--- src/rtl/lr_pkg.sv ---
package lr_pkg;

  localparam int TILE_SIZE   = 64;
  localparam int COORD_W     = 6;
  localparam int COLOR_W     = 8;
  localparam int QUEUE_DEPTH = 2;
  localparam int ERR_W       = COORD_W + 4;

  typedef logic [COORD_W-1:0] coord_t;

  // One line command as it arrives on the input port
  typedef struct packed {
    coord_t             x_start;
    coord_t             x_end;
    coord_t             y_start;
    coord_t             y_end;
    logic [COLOR_W-1:0] red;
    logic [COLOR_W-1:0] green;
    logic [COLOR_W-1:0] blue;
  } line_cmd_t;

  // One emitted pixel
  typedef struct packed {
    coord_t             pixel_x;
    coord_t             pixel_y;
    logic [COLOR_W-1:0] pixel_red;
    logic [COLOR_W-1:0] pixel_green;
    logic [COLOR_W-1:0] pixel_blue;
    logic               last_pixel;
  } pixel_t;

  // Classified line: major axis picked, endpoints ordered upward along it
  typedef struct packed {
    logic                y_major;
    coord_t              mj0;
    coord_t              mn0;
    coord_t              dmaj;
    logic signed [COORD_W:0] dmin;
    logic [COLOR_W-1:0]  red;
    logic [COLOR_W-1:0]  green;
    logic [COLOR_W-1:0]  blue;
  } line_job_t;

  // Queue status seen by the back end and by the core's busy output
  typedef struct packed {
    logic full;
    logic empty;
  } queue_stat_t;

endpackage

--- src/rtl/lr_front.sv ---
module lr_front
  import lr_pkg::*;
#(
  parameter int TileSize = TILE_SIZE
) (
  input  line_cmd_t cmd_i,
  output line_job_t job_o
);

  localparam coord_t MaxCoord = COORD_W'(TileSize - 1);

  coord_t xs, xe, ys, ye;
  logic signed [COORD_W:0] dx, dy;
  coord_t adx, ady;
  logic   y_major;
  coord_t a0, a1, b0, b1;
  logic   swap;

  // Saturate coordinates to the tile
  always_comb begin
    xs = (cmd_i.x_start > MaxCoord) ? MaxCoord : cmd_i.x_start;
    xe = (cmd_i.x_end   > MaxCoord) ? MaxCoord : cmd_i.x_end;
    ys = (cmd_i.y_start > MaxCoord) ? MaxCoord : cmd_i.y_start;
    ye = (cmd_i.y_end   > MaxCoord) ? MaxCoord : cmd_i.y_end;
  end

  // Deltas and major axis; a tie picks x
  always_comb begin
    dx  = $signed({1'b0, xe}) - $signed({1'b0, xs});
    dy  = $signed({1'b0, ye}) - $signed({1'b0, ys});
    adx = dx[COORD_W] ? COORD_W'(-dx) : dx[COORD_W-1:0];
    ady = dy[COORD_W] ? COORD_W'(-dy) : dy[COORD_W-1:0];
    y_major = ady > adx;
  end

  // Order endpoints so that stepping runs upward on the major axis
  always_comb begin
    a0   = y_major ? ys : xs;
    a1   = y_major ? ye : xe;
    b0   = y_major ? xs : ys;
    b1   = y_major ? xe : ye;
    swap = a0 > a1;

    job_o.y_major = y_major;
    job_o.mj0     = swap ? a1 : a0;
    job_o.mn0     = swap ? b1 : b0;
    job_o.dmaj    = swap ? (a0 - a1) : (a1 - a0);
    job_o.dmin    = swap ? ($signed({1'b0, b0}) - $signed({1'b0, b1}))
                         : ($signed({1'b0, b1}) - $signed({1'b0, b0}));
    job_o.red     = cmd_i.red;
    job_o.green   = cmd_i.green;
    job_o.blue    = cmd_i.blue;
  end

endmodule

--- src/rtl/lr_queue.sv ---
module lr_queue
  import lr_pkg::*;
(
  input  logic        clk_i,
  input  logic        rst_ni,
  input  logic        push_i,
  input  line_job_t   push_data_i,
  input  logic        pop_i,
  output line_job_t   head_o,
  output queue_stat_t stat_o
);

  localparam int PtrW = (QUEUE_DEPTH > 1) ? $clog2(QUEUE_DEPTH) : 1;
  localparam int CntW = $clog2(QUEUE_DEPTH + 1);
  localparam logic [PtrW-1:0] LastPtr = PtrW'(QUEUE_DEPTH - 1);
  localparam logic [CntW-1:0] FullCnt = CntW'(QUEUE_DEPTH);

  line_job_t       mem_q [QUEUE_DEPTH];
  logic [PtrW-1:0] wr_ptr_q, wr_ptr_d;
  logic [PtrW-1:0] rd_ptr_q, rd_ptr_d;
  logic [CntW-1:0] count_q, count_d;
  logic            do_push, do_pop;

  assign stat_o.full  = (count_q == FullCnt);
  assign stat_o.empty = (count_q == '0);
  assign head_o       = mem_q[rd_ptr_q];

  assign do_push = push_i && !stat_o.full;
  assign do_pop  = pop_i && !stat_o.empty;

  // Pointer and fill count update
  always_comb begin
    wr_ptr_d = wr_ptr_q;
    rd_ptr_d = rd_ptr_q;
    count_d  = count_q;
    if (do_push) begin
      wr_ptr_d = (wr_ptr_q == LastPtr) ? '0 : wr_ptr_q + 1'b1;
    end
    if (do_pop) begin
      rd_ptr_d = (rd_ptr_q == LastPtr) ? '0 : rd_ptr_q + 1'b1;
    end
    if (do_push && !do_pop) begin
      count_d = count_q + 1'b1;
    end else if (do_pop && !do_push) begin
      count_d = count_q - 1'b1;
    end
  end

  always_ff @(posedge clk_i or negedge rst_ni) begin
    if (!rst_ni) begin
      wr_ptr_q <= '0;
      rd_ptr_q <= '0;
      count_q  <= '0;
    end else begin
      wr_ptr_q <= wr_ptr_d;
      rd_ptr_q <= rd_ptr_d;
      count_q  <= count_d;
    end
  end

  // Entry storage
  always_ff @(posedge clk_i) begin
    if (do_push) begin
      mem_q[wr_ptr_q] <= push_data_i;
    end
  end

  a_count_bound: assert property (@(posedge clk_i) disable iff (!rst_ni)
    count_q <= FullCnt)
    else $error("queue fill count beyond depth");

  a_no_overflow: assert property (@(posedge clk_i) disable iff (!rst_ni)
    push_i |-> !stat_o.full)
    else $error("transfer into full queue");

endmodule

--- src/rtl/lr_back.sv ---
module lr_back
  import lr_pkg::*;
(
  input  logic        clk_i,
  input  logic        rst_ni,
  input  line_job_t   head_i,
  input  queue_stat_t stat_i,
  output logic        pop_o,
  output logic        pixel_valid_o,
  output pixel_t      pixel_o
);

  logic               active_q, active_d;
  logic               ymaj_q, ymaj_d;
  coord_t             maj_q, maj_d;
  coord_t             min_q, min_d;
  coord_t             remain_q, remain_d;
  logic [COORD_W:0]   two_dmaj_q, two_dmaj_d;
  logic signed [COORD_W+1:0] two_dmin_q, two_dmin_d;
  logic signed [ERR_W-1:0]   err_q, err_d;
  logic [COLOR_W-1:0] red_q, red_d, green_q, green_d, blue_q, blue_d;
  logic               last_step;
  logic signed [ERR_W-1:0]   err_sum, two_dmaj_s;
  logic               out_valid_q, out_valid_d;
  pixel_t             out_q, out_d;

  assign last_step  = active_q && (remain_q == '0);
  assign pop_o      = !stat_i.empty && (!active_q || last_step);
  assign two_dmaj_s = $signed({{(ERR_W-COORD_W-1){1'b0}}, two_dmaj_q});
  assign err_sum    = err_q + {{(ERR_W-COORD_W-2){two_dmin_q[COORD_W+1]}}, two_dmin_q};

  // Stepper: one pixel per cycle, exact error term for the minor axis
  always_comb begin
    active_d   = active_q;
    ymaj_d     = ymaj_q;
    maj_d      = maj_q;
    min_d      = min_q;
    remain_d   = remain_q;
    two_dmaj_d = two_dmaj_q;
    two_dmin_d = two_dmin_q;
    err_d      = err_q;
    red_d      = red_q;
    green_d    = green_q;
    blue_d     = blue_q;
    if (pop_o) begin
      active_d   = 1'b1;
      ymaj_d     = head_i.y_major;
      maj_d      = head_i.mj0;
      min_d      = head_i.mn0;
      remain_d   = head_i.dmaj;
      two_dmaj_d = {head_i.dmaj, 1'b0};
      two_dmin_d = {head_i.dmin, 1'b0};
      err_d      = $signed({{(ERR_W-COORD_W){1'b0}}, head_i.dmaj});
      red_d      = head_i.red;
      green_d    = head_i.green;
      blue_d     = head_i.blue;
    end else if (last_step) begin
      active_d = 1'b0;
    end else if (active_q) begin
      maj_d    = maj_q + 1'b1;
      remain_d = remain_q - 1'b1;
      if (err_sum >= two_dmaj_s) begin
        min_d = min_q + 1'b1;
        err_d = err_sum - two_dmaj_s;
      end else if (err_sum < 0) begin
        min_d = min_q - 1'b1;
        err_d = err_sum + two_dmaj_s;
      end else begin
        err_d = err_sum;
      end
    end
  end

  // Output register contents
  always_comb begin
    out_valid_d         = active_q;
    out_d.pixel_x       = ymaj_q ? min_q : maj_q;
    out_d.pixel_y       = ymaj_q ? maj_q : min_q;
    out_d.pixel_red     = red_q;
    out_d.pixel_green   = green_q;
    out_d.pixel_blue    = blue_q;
    out_d.last_pixel    = (remain_q == '0);
  end

  always_ff @(posedge clk_i or negedge rst_ni) begin
    if (!rst_ni) begin
      active_q    <= 1'b0;
      out_valid_q <= 1'b0;
    end else begin
      active_q    <= active_d;
      out_valid_q <= out_valid_d;
    end
  end

  always_ff @(posedge clk_i) begin
    ymaj_q     <= ymaj_d;
    maj_q      <= maj_d;
    min_q      <= min_d;
    remain_q   <= remain_d;
    two_dmaj_q <= two_dmaj_d;
    two_dmin_q <= two_dmin_d;
    err_q      <= err_d;
    red_q      <= red_d;
    green_q    <= green_d;
    blue_q     <= blue_d;
    out_q      <= out_d;
  end

  assign pixel_valid_o = out_valid_q;
  assign pixel_o       = out_q;

  a_err_range: assert property (@(posedge clk_i) disable iff (!rst_ni)
    active_q |-> (err_q >= 0) && ((err_q < two_dmaj_s) || (err_q == 0)))
    else $error("error term out of range");

  a_last_ends: assert property (@(posedge clk_i) disable iff (!rst_ni)
    (last_step && !pop_o) |=> !active_q && pixel_valid_o && pixel_o.last_pixel)
    else $error("line did not end after last pixel");

endmodule

--- src/rtl/line_rasterizer_core.sv ---
// Channel   Ports                       Transfer
// command   start, busy, cmd_i          edge with start high and busy low
// pixel     pixel_valid_o, pixel_o      every edge ending a cycle with pixel_valid_o high
//
// A line of n pixels (n = major-axis span + 1) goes through the stepper one
// pixel per cycle; lines follow each other with no gap while commands wait.
// Each command passes the queue, the stepper and the output register before its
// first pixel appears. busy is high while the two-entry command queue is full.
// Reset clears the queue and the stepper; payload registers are not reset.
// The receiver cannot stall: every pixel is shown for exactly one cycle.
module line_rasterizer_core
  import lr_pkg::*;
#(
  parameter int TileSize = TILE_SIZE
) (
  input  logic      clk_i,
  input  logic      rst_ni,
  input  logic      start,
  output logic      busy,
  input  line_cmd_t cmd_i,
  output logic      pixel_valid_o,
  output pixel_t    pixel_o
);

  line_job_t   job, head;
  queue_stat_t stat;
  logic        pop;

  assign busy = stat.full;

  lr_front #(
    .TileSize(TileSize)
  ) u_front (
    .cmd_i(cmd_i),
    .job_o(job)
  );

  lr_queue u_queue (
    .clk_i      (clk_i),
    .rst_ni     (rst_ni),
    .push_i     (start && !busy),
    .push_data_i(job),
    .pop_i      (pop),
    .head_o     (head),
    .stat_o     (stat)
  );

  lr_back u_back (
    .clk_i        (clk_i),
    .rst_ni       (rst_ni),
    .head_i       (head),
    .stat_i       (stat),
    .pop_o        (pop),
    .pixel_valid_o(pixel_valid_o),
    .pixel_o      (pixel_o)
  );

endmodule
--- config.mk ---
export PLATFORM = sky130hd
export DESIGN_NAME = line_rasterizer_core
export DESIGN_NICKNAME = d
export VERILOG_FILES = /design/src/rtl/lr_pkg.sv /design/src/rtl/lr_front.sv /design/src/rtl/lr_queue.sv /design/src/rtl/lr_back.sv /design/src/rtl/line_rasterizer_core.sv
export SDC_FILE = /design/constraint.sdc
export NUM_CORES = 1
export LEC_CHECK = 0
export BUFFER_PORTS_ARGS = -buffer_cell sky130_fd_sc_hd__buf_2
export CAP_MARGIN = 20
export CORE_MARGIN = 2
export CORE_UTILIZATION = 55
export DETAILED_ROUTE_END_ITERATION = 8
export PLACE_DENSITY = 0.77
export RECOVER_POWER = 100
export SLEW_MARGIN = 20
export SYNTH_ARGS = -nofsm -noshare
export SYNTH_HDL_FRONTEND = slang
export SYNTH_SLANG_ARGS = --single-unit
--- constraint.sdc ---
create_clock -name clk_i -period 5.2 [get_ports clk_i]
set_clock_uncertainty 0.15 [all_clocks]
set_input_delay 0.26 -clock clk_i [delete_from_list [all_inputs] [get_ports clk_i]]
set_output_delay 0.26 -clock clk_i [all_outputs]
set_load 0.005 [all_outputs]
# After elaboration in Yosys (flattened, before gate mapping)
# Memories as Yosys holds them, arrays and structs flattened.
# Index checks and enable logic that the tools add are counted.
word_totals:
  input_bits: 51
  n_memories: 1
  out_inout_bits: 39
  mem_bits_rw: 100
  elab_cells: 115
  regBits: 109
classes:
  n_eq_ne: 2
  reduce_logical: 22
  order_cmp: 8
  bitwise: 1
  muxes: 40
  addsub: 19
mem_list:
  columns: ["name", "words", "word_bits", "rd", "rd_ports_with_merged_regs", "write_ports", "line", "rtl"]
  rows:
  - ["u_queue.mem_q", 2, 50, 1, 0, 1, "lr_queue.sv:18", "line_job_t mem_q [QUEUE_DEPTH];"]
ops:
  columns: ["cell", "n"]
  rows:
  - ["$mux W6", 29]
  - ["$sub A6 B6 Y7", 4]
  - ["$gt A6 B6 Y1 const B", 4]
  - ["$mux W10", 2]
  - ["$add A6 B1 Y6 const B", 2]
  - ["$gt A6 B6 Y1", 2]
  - ["$neg A6 Y6", 2]
  - ["$sub A6 B1 Y6 const B", 2]
  - ["$sub A6 B6 Y6", 2]
  - ["$add A10 B10 Y10", 1]
  - ["$add A10 B8 Y10", 1]
  - ["$ge A10 B8 Y1", 1]
  - ["$lt A10 B1 Y1 const B", 1]
  - ["$sub A10 B8 Y10", 1]
  - ["$logic_and A1 B1 Y1", 7]
  - ["$mux W7", 1]
  - ["$logic_not A6 Y1", 1]
  - ["$mux W1", 6]
  - ["$reduce_bool A2 Y1", 3]
  - ["$logic_not A1 Y1", 5]
  - ["$mux W2", 2]
  - ["$reduce_and A2 Y1", 2]
  - ["$reduce_and A3 Y1", 1]
  - ["$reduce_bool A3 Y1", 1]
  - ["8 further kinds", 9]

# Longest topological paths before layout
logic_depth:
  depth_word: 9
  mapped_depth: 33
  ltp_nobuf: 28

# Modules after synthesis
# From an unflattened synthesis, not the netlist that was laid out.
hier_totals:
  cells_unflattened: 945
  hier_area_um2: 11250.8
modules_own_cells:
  columns: ["module", "instances", "area_each_um2", "seq_area_each_um2", "cells_per_inst"]
  rows:
  - ["lr_back", 1, 4704.5, 2732.6, 385]
  - ["lr_queue", 1, 4057.6, 3103.0, 175]
  - ["lr_front", 1, 2474.9, 0.0, 384]
  - ["line_rasterizer_core", 1, 13.8, 0.0, 1]

# Least setup slack after synthesis
# Ideal clock, no wire load.
synth_path:
  kind: "input to register"
  startpoint: "input port cmd_i[26] (netlist name)"
  endpoint: "memory u_queue.mem_q[0][32] (netlist name), data pin"
  path_buffers: 5
  setup_slack_ps: -578
  setup_time_ps: 262
  required_time_ps: 4788
  path_stages: 27
  arrival_time_ps: 5366
  cell_sequence: "inv_1 > nor2_1 > nand2b_1 > or2_2 > o21ai_0 > a21o_1 > a21o_1 > mux2_2 > ha_1 > nor2b_1 > o21ai_2 > nand2_1 > o21ai_2 > buf_6 > buf_4 > clkbuf_1 > buf_2 > mux2i_1 > ha_1 > ha_1 > nor2_1 > mux2i_1 > a21oi_1 > o31ai_2 > o21ai_2 > buf_6 > mux2_2"
synth_lines:
  columns: ["element", "line", "rtl"]
  rows:
  - ["from (decl)", "line_rasterizer_core.sv:20", "input line_cmd_t cmd_i,"]
  - ["to (decl)", "lr_queue.sv:18", null]

==> metrics <==
Final Net Count roughly 1100; end-of-flow core utilization around 66%; die area 0.0200 mm2; num ports 90; Avg Cell Area, Syn 12.3 um2; CTS Root Cell clkbuf_16; Placer Congestion 0.885; sequential area share after synthesis 56.1%; grt ovf 0; Clock Tree Buf Depth 3; antenna violations before repair 0; maximum clock frequency 0.204 GHz; pre-CTS setup slack -155 ps; crit path kind in2reg; FP Rows 50; CP Data Required Time 5270 ps; failing checks capacitance limit, slew limit; Ys Warns 0; core area 0.0186 mm2; htree depth 1; # DRC 0; Synth Instances about 850; WP data arrival 4980 ps; final worst slack 296 ps; status finished with violations; final hold violation count 0; input/output buffers 89; final setup vio count 0; post-CTS setup buffer count 0; RSZ-0062 raised after global routing false; Final min period 4900 ps; Pleak 5.07 nW; slew margin rel. -98.8%; Synth Cell Area 0.0104 mm2; Async S/R FF share, synth 2.87%; DR iter-0 viols roughly 450; critical path capture point type flip-flop; Reg2Reg Setup Slack around 390 ps; # fillers 1429; via count 6788; HP Class reg2reg; dpl hpwl 14.6 mm; Post-Route WL 20.3 mm; Post-Syn Nets 966; final antenna-violating net count 0; pwr/cell area 762 mW/mm2; clk sinks between 200 and 250; chip width between 100 and 150 um; Startpoint Class input pin; Reg2Reg Depth 20; CTS Buf Count 21; Worst R2R End u_back.min_q[5]; Main synth FF type edfxtp_1; Tot GR Track Use 20.4%; CTS tree built; Final Max Slew Viols 132; Worst-path clk slew 60 ps; Post-synth EDFFs between 150 and 200; largest net degree at the start of global routing 51; Worst IR Drop VDD roughly 0.33 mV; drt pass-1 iters 6; initial cell density of the core between 50% and 60%; Synth Register Bits ~210; Yosys cell types 56; fraction of layout cells with a size suffix above 1 19.9%; Area Overhead vs Synth 18.4%; fin crit share 94.3%; FF+latch area 0.00584 mm2; worst r2r src u_back.two_dmin_q[1]; Hold Buf Count CTS 27; Die H 142 um; global-route wire length before repair 32.7 mm; multi-input logic area around 0.0042 mm2; DR WL/cell 16.1 um; worst-path fanout max 10; vias in the first global route 6760; Critical Path Source cmd_i[26]; crit path to u_queue.mem_q[0][47]; final antenna diode count 0; CTS resizes 0; Via density 5.37; max cap viols 3; Skew-Pair Late Insertion Delay between 400 and 500 ps; Worst-Margin Slew 2980 ps
## worst min path at each step
stage	from	to	slack [ps]	depth (start not counted)
3_3_place_gp	rst_ni	u_back.pixel_valid_o	-60	1
5_1_grt	u_back.blue_q[3]	u_back.pixel_o[4]	190	0
6_report	u_back.blue_q[3]	u_back.pixel_o[4]	180	0
4_1_cts	cmd_i[46]	u_queue.mem_q[1][47]	180	3
2_1_floorplan	rst_ni	u_back.active_q	-190	0
3_5_place_dp	rst_ni	u_queue.wr_ptr_q	-60	1
## cells by family (layout without fill, tap and decap cells)
logic type               Yosys count  after routing  share of synthesized area (%)
flip-flops                       209            209                           56.1
AO/OA/AOI/OAI                    168            168                           9.79
AND/OR/NAND/NOR                  148            148                           6.68
buffers and inverters             96            282                           3.73
multiplexers                      94             94                           9.73
adder cells (fa/ha/maj)           72             72                           8.99
XOR/XNOR                          58             58                           4.96
## registers in the layout, summed over array words and instances (netlist names), 2 cells and up
| name | count |
|---|---|
| u_back.blue_q | 8 |
| u_back.err_q | 10 |
| u_back.green_q | 8 |
| u_back.maj_q | 6 |
| u_back.min_q | 6 |
| u_back.pixel_o | 37 |
| u_back.red_q | 8 |
| u_back.remain_q | 6 |
| u_back.two_dmaj_q | 6 |
| u_back.two_dmin_q | 7 |
| u_queue.count_q | 2 |
| u_queue.mem_q | 100 |
## critical path: stages
cell and delay [ps]:
buf_2 110, inv_1 90, nor2_1 80, nand2b_1 150
or2_2 310, o21ai_2 170, a21o_1 160, a21o_1 190
mux2_2 370, ha_1 300, nor2b_1 140, o21ai_2 100
nand2_1 80, o21ai_4 240, buf_4 230, mux2_2 360
ha_1 310, a31oi_1 180, mux2i_1 90, a21oi_1 170
o31ai_1 110, o21ai_2 170, buf_4 260, mux2i_1 210
mux2i_1 120
## cells in the mapped netlist, drive strengths merged, types with 8 or more instances
library cell	count	area (um2)
nor2b	16	100
a21o	15	113
mux2	54	608
nand3	8	40.0
o21bai	13	97.6
mux2i	40	404
inv	69	259
nand2	32	120
xnor2	35	314
ha	65	813
dfxtp	41	821
o21ai	40	215
nor3	10	50.1
a21oi	77	393
edfxtp	162	4860
xor2	23	201
clkbuf	21	78.8
nor2	62	235
## power breakdown
group / switching, W / internal, W / total (W)
registers: 0.000238 / 0.00280 / 0.00304
clock network: 0.000577 / 0.000753 / 0.00133
logic: 0.00275 / 0.00225 / 0.00500
total: 0.00357 / 0.00581 / 0.00938
## per-layer routing
metal	part of all wire, %	GRT usage [%]	vias up
li1	-	-	3359
met1	44	26.6	3214
met2	49	35.7	178
met3	4.6	2.60	37
met4	2.4	6.53	0
met5	0	0	-
## area by class of cell
class / instances / share of cell area, %
clock inverter: 7 / 0.325
multi-input combinational: 540 / 34.3
inverter: 69 / 2.10
tap: 234 / 2.38
sequential: 209 / 47.4
clock buffer: 31 / 4.57
timing repair buffer: 175 / 8.95
## cells in the final DEF, fill, tap and decap left out, types with 3 or more instances in the layout
cell type	synthesis	routed
edfxtp_1	162	162
a21oi_1	75	75
inv_1	69	69
ha_1	65	64
nor2_1	61	61
buf_2	1	57
clkbuf_1	21	47
buf_4	3	46
mux2_2	54	45
dfxtp_1	41	41
mux2i_1	39	38
o21ai_0	36	34
xnor2_1	34	34
nand2_1	32	32
dlygate4sd3_1	0	27
xor2_1	23	23
clkbuf_16	0	21
a21o_1	15	15
nor2b_1	16	14
o21bai_1	13	13
nor3_1	10	10
nand3_1	8	8
mux2_1	0	8
a211oi_1	5	6
nand2b_1	6	6
dfrtp_1	6	6
fa_1	5	5
o21ai_2	4	4
a31oi_1	4	4
clkinv_2	0	4
clkbuf_2	0	3
clkbuf_4	0	3
## metrics by stage
| stage | hold WS (ps) | cells | cell area, um2 | total power [W] | TNS, ps |
|---|---|---|---|---|---|
| finish | 183 | 1265 | 12300 | 0.00938 | 0 |
| global route | 188 | 1265 | 12300 | 0.0101 | 0 |
| CTS | 180 | 1265 | 12400 | 0.00945 | 0 |
| detailed placement | -60.8 | 1200 | 11500 | 0.00807 | -3540 |
| global placement | -61.0 | 1200 | 11500 | 0.00792 | -587 |
| floorplan | -186 | 845 | 10500 | 0.00664 | 0 |
Power figures use the tool's default switching activity.
